### config.mk
export PLATFORM = sky130hd
export DESIGN_NAME = cubic_bezier_point_and_length_unit
export DESIGN_NICKNAME = d
export VERILOG_FILES = /design/src/sv/cbpl_pkg.sv /design/src/sv/cbpl_ctrl.sv /design/src/sv/cbpl_dp.sv /design/src/sv/cubic_bezier_point_and_length_unit.sv
export SDC_FILE = /design/constraint.sdc
export NUM_CORES = 2
export LEC_CHECK = 0
export BUFFER_PORTS_ARGS = -buffer_cell sky130_fd_sc_hd__buf_4
export CORE_ASPECT_RATIO = 1.1
export CORE_MARGIN = 4
export CORE_UTILIZATION = 50
export CTS_CLUSTER_SIZE = 8
export DETAILED_ROUTE_END_ITERATION = 8
export PLACE_DENSITY = 0.77
export SYNTH_ARGS = -nofsm -noshare
export SYNTH_HDL_FRONTEND = slang
export SYNTH_HIERARCHICAL = 1
export SYNTH_SLANG_ARGS = --single-unit
### constraint.sdc
create_clock -name i_clk -period 26.1 [get_ports i_clk]
set_input_delay 3.915 -clock i_clk [delete_from_list [all_inputs] [get_ports i_clk]]
set_output_delay 3.915 -clock i_clk [all_outputs]
set_load 0.005 [all_outputs]
### src/sv/cbpl_pkg.sv
// ----------------------------------------------------------------------------
// cbpl_pkg
// Types, codes and constants shared by the Bezier point and length unit.
// ----------------------------------------------------------------------------
package cbpl_pkg;

    localparam int COORD_W = 16;
    localparam int REG_W   = 3 * COORD_W;
    localparam int T_W     = 17;
    localparam int DIST_W  = 17;
    localparam int SQ_W    = 34;
    localparam int LEN_W   = 19;
    localparam int ACC_W   = 20;

    localparam logic [T_W-1:0]   T_ONE   = 17'h10000;
    localparam logic [ACC_W-1:0] LEN_MAX = 20'd524287;
    localparam logic [SQ_W-1:0]  SQRT_TOP_BIT = 34'h1_0000_0000;

    // Operation codes of the input transaction.
    localparam logic [1:0] OP_POINT   = 2'd0;
    localparam logic [1:0] OP_SAMPLED = 2'd1;
    localparam logic [1:0] OP_FAST    = 2'd2;
    localparam logic [1:0] OP_NONE    = 2'd3;

    // Configuration register indexes.
    localparam logic [1:0] REG_START  = 2'd0;
    localparam logic [1:0] REG_CTRL1  = 2'd1;
    localparam logic [1:0] REG_CTRL2  = 2'd2;
    localparam logic [1:0] REG_END    = 2'd3;

    // Point pair that feeds the distance unit.
    typedef enum logic [2:0] {
        DS_CUR,
        DS_CHORD,
        DS_NET01,
        DS_NET12,
        DS_NET23
    } t_dsrc;

    typedef struct packed {
        logic [1:0]  opcode;
        logic [16:0] param_t;
        logic [10:0] sample_count;
    } t_in;

    typedef struct packed {
        logic signed [15:0] point_x;
        logic signed [15:0] point_y;
        logic signed [15:0] point_z;
        logic [18:0]        curve_length;
    } t_out;

    // Commands from the controller to the datapath.
    typedef struct packed {
        logic       capture;
        logic       load_w;
        logic       div_init;
        logic       div_step;
        logic       div_first;
        logic       t_step;
        logic       lerp_en;
        logic [1:0] lerp_idx;
        logic       save_prev;
        logic       sq_en;
        t_dsrc      dsrc;
        logic       sum_en;
        logic       sqrt_step;
        logic       acc_add;
        logic       acc_sat;
        logic       out_load;
        logic [1:0] res_op;
    } t_cmd;

    // Signed coordinate k of a packed control point.
    function automatic logic signed [COORD_W-1:0] coord_of(
        input logic [REG_W-1:0] pt,
        input int unsigned      k
    );
        coord_of = $signed(pt[k*COORD_W +: COORD_W]);
    endfunction

endpackage

### src/sv/cbpl_ctrl.sv
// ----------------------------------------------------------------------------
// cbpl_ctrl
// Sequencer for the Bezier unit: handshakes, step counters and datapath
// commands.
// ----------------------------------------------------------------------------
module cbpl_ctrl #(
    parameter int MAX_SAMPLES = 1024,
    parameter int CW          = 10
) (
    input  logic           i_clk,
    input  logic           i_rst_n,
    input  logic           i_in_valid,
    output logic           o_in_stall,
    input  cbpl_pkg::t_in  i_in_data,
    output logic           o_out_valid,
    input  logic           i_out_stall,
    output cbpl_pkg::t_cmd o_cmd,
    output logic [CW-1:0]  o_div_m
);
    import cbpl_pkg::*;

    typedef enum logic [3:0] {
        S_IDLE,
        S_DIV,
        S_LERP,
        S_PRIME,
        S_SEG,
        S_SQ,
        S_SUM,
        S_SQRT,
        S_ACC,
        S_DONE
    } t_state;

    t_state        r_state;
    logic [1:0]    r_op;
    logic [4:0]    r_cnt;
    logic [1:0]    r_pair;
    logic [CW-1:0] r_seg;
    logic [CW-1:0] r_m;
    logic          r_first;
    logic          r_out_valid;

    logic          accept;
    logic          out_free;
    logic [CW-1:0] n_m;

    assign accept   = i_in_valid && (r_state == S_IDLE);
    assign out_free = !r_out_valid || !i_out_stall;

    // Segment count is the clamped sample count less one.
    always_comb begin
        if (32'(i_in_data.sample_count) > MAX_SAMPLES) begin
            n_m = CW'(MAX_SAMPLES - 1);
        end else begin
            n_m = CW'(i_in_data.sample_count - 11'd1);
        end
    end

    // Command decode from the current state.
    always_comb begin
        o_cmd          = '0;
        o_cmd.dsrc     = DS_CUR;
        o_cmd.res_op   = r_op;
        o_cmd.acc_sat  = (r_op == OP_SAMPLED);
        case (r_state)
            S_IDLE: begin
                o_cmd.capture  = accept;
                o_cmd.load_w   = accept;
                o_cmd.div_init = accept;
            end
            S_DIV: begin
                o_cmd.div_step  = 1'b1;
                o_cmd.div_first = (r_cnt == 5'd0);
            end
            S_LERP: begin
                o_cmd.lerp_en = 1'b1;
                if (r_cnt < 5'd3) begin
                    o_cmd.lerp_idx = r_cnt[1:0];
                end else if (r_cnt < 5'd5) begin
                    o_cmd.lerp_idx = 2'(r_cnt - 5'd3);
                end else begin
                    o_cmd.lerp_idx = 2'd0;
                end
            end
            S_PRIME: begin
                o_cmd.save_prev = 1'b1;
            end
            S_SEG: begin
                o_cmd.t_step = 1'b1;
                o_cmd.load_w = 1'b1;
            end
            S_SQ: begin
                o_cmd.sq_en = 1'b1;
                if (r_op == OP_FAST) begin
                    case (r_pair)
                        2'd0:    o_cmd.dsrc = DS_CHORD;
                        2'd1:    o_cmd.dsrc = DS_NET01;
                        2'd2:    o_cmd.dsrc = DS_NET12;
                        default: o_cmd.dsrc = DS_NET23;
                    endcase
                end
            end
            S_SUM: begin
                o_cmd.sum_en = 1'b1;
            end
            S_SQRT: begin
                o_cmd.sqrt_step = 1'b1;
            end
            S_ACC: begin
                o_cmd.acc_add   = 1'b1;
                o_cmd.save_prev = 1'b1;
            end
            S_DONE: begin
                o_cmd.out_load = out_free;
            end
            default: begin
            end
        endcase
    end

    // State, counters and output valid.
    always_ff @(posedge i_clk) begin
        if (!i_rst_n) begin
            r_state     <= S_IDLE;
            r_op        <= OP_POINT;
            r_cnt       <= '0;
            r_pair      <= '0;
            r_seg       <= '0;
            r_m         <= '0;
            r_first     <= 1'b0;
            r_out_valid <= 1'b0;
        end else begin
            // A result taken while no new one is loaded leaves the register empty.
            if (r_out_valid && !i_out_stall && (r_state != S_DONE)) begin
                r_out_valid <= 1'b0;
            end
            case (r_state)
                S_IDLE: begin
                    if (accept) begin
                        r_op    <= i_in_data.opcode;
                        r_cnt   <= '0;
                        r_pair  <= '0;
                        r_seg   <= CW'(1);
                        r_m     <= n_m;
                        r_first <= 1'b1;
                        case (i_in_data.opcode)
                            OP_POINT: r_state <= S_LERP;
                            OP_SAMPLED: begin
                                if (i_in_data.sample_count < 11'd2) begin
                                    r_state <= S_DONE;
                                end else begin
                                    r_state <= S_DIV;
                                end
                            end
                            OP_FAST:  r_state <= S_SQ;
                            default:  r_state <= S_DONE;
                        endcase
                    end
                end
                S_DIV: begin
                    if (r_cnt == 5'd16) begin
                        r_cnt   <= '0;
                        r_state <= S_LERP;
                    end else begin
                        r_cnt <= r_cnt + 5'd1;
                    end
                end
                S_LERP: begin
                    if (r_cnt == 5'd5) begin
                        r_cnt <= '0;
                        if (r_op == OP_POINT) begin
                            r_state <= S_DONE;
                        end else if (r_first) begin
                            r_state <= S_PRIME;
                        end else begin
                            r_state <= S_SQ;
                        end
                    end else begin
                        r_cnt <= r_cnt + 5'd1;
                    end
                end
                S_PRIME: begin
                    r_first <= 1'b0;
                    r_state <= S_SEG;
                end
                S_SEG: begin
                    r_state <= S_LERP;
                end
                S_SQ: begin
                    r_state <= S_SUM;
                end
                S_SUM: begin
                    r_cnt   <= '0;
                    r_state <= S_SQRT;
                end
                S_SQRT: begin
                    if (r_cnt == 5'd16) begin
                        r_cnt   <= '0;
                        r_state <= S_ACC;
                    end else begin
                        r_cnt <= r_cnt + 5'd1;
                    end
                end
                S_ACC: begin
                    if (r_op == OP_FAST) begin
                        if (r_pair == 2'd3) begin
                            r_state <= S_DONE;
                        end else begin
                            r_pair  <= r_pair + 2'd1;
                            r_state <= S_SQ;
                        end
                    end else if (r_seg == r_m) begin
                        r_state <= S_DONE;
                    end else begin
                        r_seg   <= r_seg + CW'(1);
                        r_state <= S_SEG;
                    end
                end
                S_DONE: begin
                    if (out_free) begin
                        r_out_valid <= 1'b1;
                        r_state     <= S_IDLE;
                    end
                end
                default: r_state <= S_IDLE;
            endcase
        end
    end

    assign o_in_stall  = (r_state != S_IDLE);
    assign o_out_valid = r_out_valid;
    assign o_div_m     = r_m;

endmodule

### src/sv/cbpl_dp.sv
// ----------------------------------------------------------------------------
// cbpl_dp
// Datapath: control point registers, three coordinate lanes with one
// multiplier each, parameter stepping divider, square root and accumulator.
// ----------------------------------------------------------------------------
module cbpl_dp #(
    parameter int CW = 10
) (
    input  logic                         i_clk,
    input  logic                         i_rst_n,
    input  logic                         i_cfg_we,
    input  logic [1:0]                   i_cfg_addr,
    input  logic [cbpl_pkg::REG_W-1:0]   i_cfg_wdata,
    input  cbpl_pkg::t_in                i_in_data,
    input  cbpl_pkg::t_cmd               i_cmd,
    input  logic [CW-1:0]                i_div_m,
    output cbpl_pkg::t_out               o_out_data
);
    import cbpl_pkg::*;

    logic [REG_W-1:0]         r_cfg [4];
    logic signed [COORD_W-1:0] r_w    [3][4];
    logic signed [COORD_W-1:0] r_prev [3];
    logic [SQ_W-1:0]          r_sq   [3];
    logic [T_W-1:0]           r_t;
    logic [CW-1:0]            r_tfrac;
    logic [CW-1:0]            r_rem;
    logic [T_W-1:0]           r_q;
    logic [SQ_W-1:0]          r_x;
    logic [SQ_W-1:0]          r_root;
    logic [SQ_W-1:0]          r_bit;
    logic [ACC_W-1:0]         r_acc;
    t_out                     r_out;
    t_out                     n_out;

    logic signed [17:0]       mul_a  [3];
    logic signed [17:0]       mul_b  [3];
    logic signed [35:0]       prod   [3];
    logic signed [COORD_W-1:0] lerp_r [3];

    logic [CW:0]              div_rs;
    logic                     div_ge;
    logic [CW:0]              t_sum;
    logic                     t_ge;
    logic [SQ_W:0]            sq_trial;
    logic                     sq_ge;
    logic [ACC_W-1:0]         acc_sum;

    // Lane operands: a lerp difference times t, or a squared coordinate gap.
    always_comb begin
        for (int k = 0; k < 3; k++) begin
            logic signed [COORD_W-1:0] pa;
            logic signed [COORD_W-1:0] pb;
            logic signed [COORD_W:0]   d;
            pa = r_prev[k];
            pb = r_w[k][0];
            case (i_cmd.dsrc)
                DS_CHORD: begin
                    pa = coord_of(r_cfg[REG_END], k);
                    pb = coord_of(r_cfg[REG_START], k);
                end
                DS_NET01: begin
                    pa = coord_of(r_cfg[REG_START], k);
                    pb = coord_of(r_cfg[REG_CTRL1], k);
                end
                DS_NET12: begin
                    pa = coord_of(r_cfg[REG_CTRL2], k);
                    pb = coord_of(r_cfg[REG_CTRL1], k);
                end
                DS_NET23: begin
                    pa = coord_of(r_cfg[REG_END], k);
                    pb = coord_of(r_cfg[REG_CTRL2], k);
                end
                default: begin
                end
            endcase
            if (i_cmd.sq_en) begin
                d        = 17'(pa) - 17'(pb);
                mul_a[k] = 18'(d);
                mul_b[k] = 18'(d);
            end else begin
                d        = 17'(r_w[k][2'(i_cmd.lerp_idx + 2'd1)])
                         - 17'(r_w[k][i_cmd.lerp_idx]);
                mul_a[k] = 18'(d);
                mul_b[k] = $signed({1'b0, r_t});
            end
            prod[k]   = mul_a[k] * mul_b[k];
            lerp_r[k] = r_w[k][i_cmd.lerp_idx] + COORD_W'(prod[k] >>> 16);
        end
    end

    // One quotient bit of 65536 / m per step.
    assign div_rs = {r_rem, i_cmd.div_first};
    assign div_ge = (div_rs >= {1'b0, i_div_m});

    // Parameter advance by quotient plus carried remainder.
    assign t_sum = {1'b0, r_tfrac} + {1'b0, r_rem};
    assign t_ge  = (t_sum >= {1'b0, i_div_m});

    // One root bit per step.
    assign sq_trial = {1'b0, r_root} + {1'b0, r_bit};
    assign sq_ge    = ({1'b0, r_x} >= sq_trial);

    assign acc_sum = r_acc + ACC_W'(r_root[DIST_W-1:0]);

    // Result value; unused fields read zero.
    always_comb begin
        n_out = '0;
        case (i_cmd.res_op)
            OP_POINT: begin
                n_out.point_x = r_w[0][0];
                n_out.point_y = r_w[1][0];
                n_out.point_z = r_w[2][0];
            end
            OP_SAMPLED: n_out.curve_length = r_acc[LEN_W-1:0];
            OP_FAST:    n_out.curve_length = LEN_W'(r_acc >> 1);
            default: begin
            end
        endcase
    end

    // Configuration registers.
    always_ff @(posedge i_clk) begin
        if (!i_rst_n) begin
            for (int j = 0; j < 4; j++) begin
                r_cfg[j] <= '0;
            end
        end else if (i_cfg_we) begin
            r_cfg[i_cfg_addr] <= i_cfg_wdata;
        end
    end

    // Working registers.
    always_ff @(posedge i_clk) begin
        if (i_cmd.capture) begin
            if (i_in_data.opcode == OP_POINT) begin
                r_t <= (i_in_data.param_t > T_ONE) ? T_ONE : i_in_data.param_t;
            end else begin
                r_t <= '0;
            end
            r_tfrac <= '0;
            r_acc   <= '0;
        end
        if (i_cmd.div_init) begin
            r_rem <= '0;
            r_q   <= '0;
        end
        if (i_cmd.div_step) begin
            r_rem <= div_ge ? CW'(div_rs - {1'b0, i_div_m}) : div_rs[CW-1:0];
            r_q   <= {r_q[T_W-2:0], div_ge};
        end
        if (i_cmd.t_step) begin
            r_tfrac <= t_ge ? CW'(t_sum - {1'b0, i_div_m}) : t_sum[CW-1:0];
            r_t     <= r_t + r_q + T_W'(t_ge);
        end
        for (int k = 0; k < 3; k++) begin
            if (i_cmd.load_w) begin
                for (int j = 0; j < 4; j++) begin
                    r_w[k][j] <= coord_of(r_cfg[j], k);
                end
            end else if (i_cmd.lerp_en) begin
                r_w[k][i_cmd.lerp_idx] <= lerp_r[k];
            end
            if (i_cmd.save_prev) begin
                r_prev[k] <= r_w[k][0];
            end
            if (i_cmd.sq_en) begin
                r_sq[k] <= prod[k][SQ_W-1:0];
            end
        end
        if (i_cmd.sum_en) begin
            r_x    <= r_sq[0] + r_sq[1] + r_sq[2];
            r_root <= '0;
            r_bit  <= SQRT_TOP_BIT;
        end
        if (i_cmd.sqrt_step) begin
            if (sq_ge) begin
                r_x    <= r_x - sq_trial[SQ_W-1:0];
                r_root <= (r_root >> 1) + r_bit;
            end else begin
                r_root <= r_root >> 1;
            end
            r_bit <= r_bit >> 2;
        end
        if (i_cmd.acc_add) begin
            if (i_cmd.acc_sat && (acc_sum > LEN_MAX)) begin
                r_acc <= LEN_MAX;
            end else begin
                r_acc <= acc_sum;
            end
        end
        // Result register.
        if (i_cmd.out_load) begin
            r_out <= n_out;
        end
    end

    assign o_out_data = r_out;

endmodule

### src/sv/cubic_bezier_point_and_length_unit.sv
// ----------------------------------------------------------------------------
// cubic_bezier_point_and_length_unit
// Evaluates a 3D cubic Bezier curve, its sampled arc length, or a fast
// length estimate from four control point registers.
// ----------------------------------------------------------------------------
//  Channel  Direction  Handshake             Payload
//  in       input      i_in_valid/o_in_stall  i_in_data (t_in)
//  out      output     o_out_valid/i_out_stall o_out_data (t_out)
//  cfg      input      i_cfg_we              i_cfg_addr, i_cfg_wdata
//
// Point: six lerps on the per-lane multiplier. Fast estimate: 4 distances,
// each through the 17-step square root. Sampled length with n samples: n-1
// segment distances, after a 17-step divider for the parameter step. One
// transaction at a time; a result waiting in the output register does not
// block the next input. Reset is synchronous and clears the control points
// and the controller.
// ----------------------------------------------------------------------------
module cubic_bezier_point_and_length_unit #(
    parameter int MAX_SAMPLES = 1024
) (
    input  logic                       i_clk,
    input  logic                       i_rst_n,
    input  logic                       i_in_valid,
    output logic                       o_in_stall,
    input  cbpl_pkg::t_in              i_in_data,
    output logic                       o_out_valid,
    input  logic                       i_out_stall,
    output cbpl_pkg::t_out             o_out_data,
    input  logic                       i_cfg_we,
    input  logic [1:0]                 i_cfg_addr,
    input  logic [cbpl_pkg::REG_W-1:0] i_cfg_wdata
);
    import cbpl_pkg::*;

    localparam int CW = $clog2(MAX_SAMPLES);

    t_cmd          cmd;
    logic [CW-1:0] div_m;

    // Sequencer.
    cbpl_ctrl #(
        .MAX_SAMPLES (MAX_SAMPLES),
        .CW          (CW)
    ) u_ctrl (
        .i_clk       (i_clk),
        .i_rst_n     (i_rst_n),
        .i_in_valid  (i_in_valid),
        .o_in_stall  (o_in_stall),
        .i_in_data   (i_in_data),
        .o_out_valid (o_out_valid),
        .i_out_stall (i_out_stall),
        .o_cmd       (cmd),
        .o_div_m     (div_m)
    );

    // Datapath.
    cbpl_dp #(
        .CW (CW)
    ) u_dp (
        .i_clk       (i_clk),
        .i_rst_n     (i_rst_n),
        .i_cfg_we    (i_cfg_we),
        .i_cfg_addr  (i_cfg_addr),
        .i_cfg_wdata (i_cfg_wdata),
        .i_in_data   (i_in_data),
        .i_cmd       (cmd),
        .i_div_m     (div_m),
        .o_out_data  (o_out_data)
    );

endmodule

# Word level (Yosys, flattened, before mapping)
# Memory sizes are Yosys's and may differ from the RTL's.
# Cells that the tools add are included.
[op_classes]
addsub = 26
mul = 3
order_cmp = 12
eq_ne = 33
n_mux = 309
n_bitwise = 194
reduce_logical = 32
[op_table]
columns = ["cell", "count"]
rows = [
  ["one-hot mux 16 bit (3 select lines)", 6],
  ["2-to-1 mux 1 bit", 216],
  ["2-to-1 mux 16 bit", 13],
  ["2-to-1 mux 34 bit", 6],
  ["binary-select mux 16 bit (select 2 bit)", 6],
  ["OR 1 bit", 192],
  ["2-to-1 mux 18 bit", 6],
  ["multiplier 18 x 18 -> 34 bit", 3],
  ["2-to-1 mux 17 bit", 6],
  ["subtractor 16 x 16 -> 17 bit", 6],
  ["2-to-1 mux 10 bit", 9],
  ["adder 34 bit", 2],
  ["2-to-1 mux 64 bit", 1],
  ["2-to-1 mux 31 bit", 2],
  ["2-to-1 mux 20 bit", 3],
  ["adder 16 bit", 3],
  ["2-to-1 mux 48 bit", 1],
  ["OR reduction 48 bit", 1],
  ["2-to-1 mux 4 bit", 11],
  ["one-hot mux 4 bit (10 select lines)", 1],
  ["one-hot mux 19 bit (2 select lines)", 1],
  ["adder 34 x 33 -> 35 bit", 1],
  ["greater-or-equal comparator 34 x 35 -> 1 bit", 1],
  ["adder 33 x 33 -> 34 bit", 1],
  ["58 further kinds", 111],
]
[totals]
regBits = 261
ramBits = 534
inputBits = 85
output_inout_bits = 69
wordCells = 634
n_memories = 4
[mem_list]
columns = ["memory", "words", "width", "read_ports", "rd_ports_with_merged_regs", "wr", "line", "rtl"]
rows = [
  ["u_dp.r_cfg", 4, 48, 4, 0, 4, "cbpl_dp.sv:21", "logic [REG_W-1:0] r_cfg [4];"],
  ["u_dp.r_w", 3, 64, 3, 0, 3, "cbpl_dp.sv:22", "logic signed [COORD_W-1:0] r_w [3][4];"],
  ["u_dp.r_sq", 3, 34, 3, 0, 3, "cbpl_dp.sv:24", "logic [SQ_W-1:0] r_sq [3];"],
  ["u_dp.r_prev", 3, 16, 3, 0, 3, "cbpl_dp.sv:23", "logic signed [COORD_W-1:0] r_prev [3];"],
]

# Longest topological paths before layout
[depth]
ltp_word = 14
ltp_mapped = 61

# By module
# The synthesis kept the hierarchy.
[by_module_without_submodules]
columns = ["module", "n_inst", "cells_per_inst", "area_each_um2", "seq_area_each_um2"]
rows = [
  ["cbpl_dp", 1, 8510, 83132.2, 22471.6],
  ["cbpl_ctrl", 1, 292, 2280.9, 700.7],
]

# Worst setup path after synthesis
# No wires, ideal clock.
[synth_path]
kind = "reg2reg"
from = "register u_ctrl.r_state[2]"
to = "memory u_dp/r_w[1][15] (netlist bit), data pin"
arrival_time_ns = 19.511
required_ns = 25.833
slack_ns = 6.322
path_stages_with_launch = 50
n_path_buf = 5
synth_period_minus_slack_ns = 19.778
path_cell_list = "dfxtp_1 -> buf_2 -> buf_1 -> nand2_1 -> nor3_1 -> and3_1 -> clkbuf_1 -> clkbuf_1 -> o21ai_0 -> a21oi_1 -> ha_1 -> inv_1 -> fa_1 -> a21o_1 -> a21o_1 -> a21oi_1 -> o21ai_0 -> a211oi_1 -> [... 14 more ...] -> a21o_1 -> a21o_1 -> a21o_1 -> or3_1 -> o22a_1 -> a41o_1 -> o41ai_2 -> o21bai_1 -> xor2_1 -> ha_1 -> or3_1 -> a211oi_1 -> or3_1 -> o21ai_0 -> a31oi_1 -> xnor2_1 -> xnor2_1 -> o21ai_0"
[synth_lines]
columns = ["element", "line", "rtl"]
rows = [
  ["start, declared", "cbpl_ctrl.sv:35", "t_state r_state;"],
  ["start signal, assigned", "cbpl_ctrl.sv:125", "r_state <= S_IDLE;"],
  ["start signal, assigned", "cbpl_ctrl.sv:148", "OP_POINT: r_state <= S_LERP;"],
  ["start signal, assigned", "cbpl_ctrl.sv:151", "r_state <= S_DONE;"],
  ["end, declared", "cbpl_dp.sv:22", ""],
]

==> qor.csv <==
stage,metric,value,unit
global_route,grt_usage,0.2995,
timing,fin_crit_sh,0.6116,
clock_tree,insertion_delay,0.77,ns
timing,fin_skew,0.05837,ns
synth,async_flop_share,0,
detailed_routing,routed_wl,266400,um
place,dpl_cell_area,89120,um2
worst_setup_path,cpMostUsedCell,fa_1,
worst_setup_path,worstPathMaxFanout,59,
flow_run,maxCapViolCount,0,
clock_tree,clock_path_buffers,3,
timing,drv_slew,0,
worst_setup_path,crit_arrival,16.40,ns
worst_setup_path,cp_slowest_cell,xor2_2,
timing,finalHoldViolCount,0,
timing,max_freq,62.65,MHz
worst_setup_path,cp-end-kind,register,
clock_tree,cts_made_buffers,111,
synth,synth_top_area_frac,0.2549,
worst_setup_path,cpPeakStageDelay,0.95,ns
detailed_routing,first_pass_iters,6,
synth,synth_area_leaders,"edfxtp_1 (25%), fa_1 (23%), ha_1 (8.6%)",
detailed_routing,drtIter0Drc,7244,
synth,ys.flop_type,edfxtp_1,
die,io_pins,154,
worst_setup_path,start_kind,register,
timing,fin_crit,15.96,ns
place,io_buffers,153,
global_route,grt_antenna_before_repair,6,
die,dieArea,177500,um2
clock_tree,h-tree-depth,3,
detailed_routing,ant_nets,0,
timing,worstMarginPinSlew,1.442,ns
timing,grt_setup_unrepaired,no,
place,place_congestion,0.9884,
global_route,grt_pass1_wl,408600,um
worst_setup_path,cp_data_required_time,26.54,ns
timing,setup_viol,0,
die,core,169200,um2
synth,ys_types,106,
clock_tree,clock-sinks,795,
die,die_y,441.5,um
timing,worst_hold_slack,0.4968,ns
synth,ys_seq_area_frac,0.2713,
timing,timing.slew.headroom,0.03155,
clock_tree,clk_pin_slew,0.05,ns
clock_tree,cts_resized,0,
detailed_routing,via_per_inst,6.000,
clock_tree,root_buffer,clkbuf_16,
worst_setup_path,crit_type,register to register,
detailed_routing,routedWlPerCell,23.88,um
synth,ys_ff_latch,795,
die,rows,158,
synth,netlist_area,85410,um2
finish,n_fill_cell,14803,
finish,final_common_cell,inv_1,
min_path,hold_path.class,register to register,
place,dp_hpwl,206200,um
global_route,grt_pass1_vias,68717,
synth,ys_warn_count,6,
synth,synth_edf_count,725,
synth,synth_top_cell_by_area,edfxtp_1,
die,die_x,402.1,um
synth,syn_nets,10445,
finish,nNetsFinal,10488,
synth,synth.avg_cell_area,9.704,um2
detailed_routing,dr_total_vias,66932,
global_route,grt_overflow_total,0,
finish,layout_common_cells,"inv_1 (1,258), nand2_1 (1,038), fa_1 (971), edfxtp_1 (725), nor2_1 (663)",
global_route,grt_max_degree,119,
clock_tree,post_cts_buffers,0,
timing,setup_tns,0,ns
finish,finalInstanceArea,92320,um2
finish,syn2layout_area_growth,8.090,%
die,start_util,0.5047,
status,status,"complete, no violations",
finish,drive_above_1_share,0.07587,
clock_tree,hold_buffers,0,
detailed_routing,drc,0,
clock_tree,cts_tree,done,
synth,syn_inst,8802,
Yosys cell counts, drive strengths merged, types with 8 or more instances:
cell type and n:
ha 587, a22oi 88, a22o 35, a31o 11, a21oi 366, xor2 150, a21o 110, nand2 1045
o21bai 59, a221oi 35, xnor2 255, nor3b 10, clkbuf 279, buf 59, or4 9, o31ai 26
and3 80, o21a 64, nor2 666, mux2i 96, nand2b 58, a311oi 8, o21ai 544, mux2 67
a31oi 58, nand4 34, fa 971, nand3 82, dfxtp 70, inv 1260, o211ai 33, a21boi 27
or2 22, o41ai 10, edfxtp 725, a211o 19, and2 302, a211oi 44, nor3 79, or3 38
nor2b 101, mux4 95, nor4 21
through the flow:
| step | setup slack [ns] | utilization | cells |
|---|---|---|---|
| CTS | 10.41 | 0.5455 | 11150 |
| global route | 9.225 | 0.5455 | 11150 |
| finish | 10.14 | 0.5456 | 11156 |
| global placement | 10.64 | 0.5267 | 10972 |
| detailed placement | 10.46 | 0.5267 | 10972 |
| floorplan | 6.322 | - | 8802 |
logic make-up after synthesis:
kind of cell | Yosys count | synth area share
AOI/OAI and AO/OA | 1609 | 0.1194
xor gates and xnor gates | 405 | 0.04162
adders and majority gates | 1558 | 0.3136
buffers and inverters | 1603 | 0.07147
DFF | 795 | 0.2713
muxes | 258 | 0.04513
and+or+nand+nor | 2574 | 0.1376
critical path: cells and delay by family, from the launching register on:
kind                     cells  cell delay, ns
XOR/XNOR                     4            1.61
flip-flops                   1            0.76
AO/OA/AOI/OAI               22            4.66
AND/OR/NAND/NOR              9            1.54
adder cells (fa/ha/maj)     10            4.47
buffers and inverters       11            2.51
layout make-up:
type,instances,area [um2],area share
antenna,6,15.01,0.0001626
clock buffer,166,2994,0.03243
clock inverter,12,191.4,0.002074
inverter,1265,4753,0.05149
multi-input combinational,6404,56360,0.6104
sequential,795,23170,0.2510
tap,2240,2803,0.03036
timing repair buffer,268,2037,0.02206
per-layer routing:
| metal | wire, um | vias to the layer above | track usage |
|---|---|---|---|
| met2 | 119600 | 3569 | 0.4687 |
| met3 | 27040 | 719 | 0.06501 |
| met1 | 104600 | 33101 | 0.3972 |
| li1 | - | 29539 | - |
| met5 | 27 | - | 0 |
| met4 | 15140 | 4 | 0.1476 |
flip-flops by register name, summed over array words and instances (netlist names):
register	flops
u_dp/r_x	34
u_ctrl/r_first	1
u_dp/r_sq	102
u_dp/r_cfg	192
u_ctrl/r_pair	2
u_dp/r_q	17
u_dp/r_tfrac	10
u_dp/r_w	192
u_dp/r_prev	48
u_ctrl/r_cnt	5
u_ctrl/r_op	2
u_dp/r_rem	10
u_dp/r_t	17
u_dp/r_acc	20
u_dp/r_bit	17
u_dp/r_root	34
u_ctrl/r_state	4
u_dp/o_out_data	67
u_ctrl/o_div_m	10
u_ctrl/o_out_valid	1
u_ctrl/r_seg	10
path summary, 6_finish.rpt:
path                                                     start                   endpoint  slack (ns)  cells after the start
worst max-delay path            u_ctrl/r_state[2]$_SDFFE_PN0P_  u_dp/r_w[0][63]$_DFFE_PP_       10.14                     56
worst max register to register  u_ctrl/r_state[2]$_SDFFE_PN0P_  u_dp/r_w[0][63]$_DFFE_PP_       10.14                     56
worst min-delay path                      u_dp/r_x[25]$_DFF_P_       u_dp/r_x[25]$_DFF_P_        0.50                      2
worst min register to register            u_dp/r_x[25]$_DFF_P_       u_dp/r_x[25]$_DFF_P_        0.50                      2
Power is not shown: default switching activity piles up to over one toggle a cycle in this logic, so the estimate is an artifact.
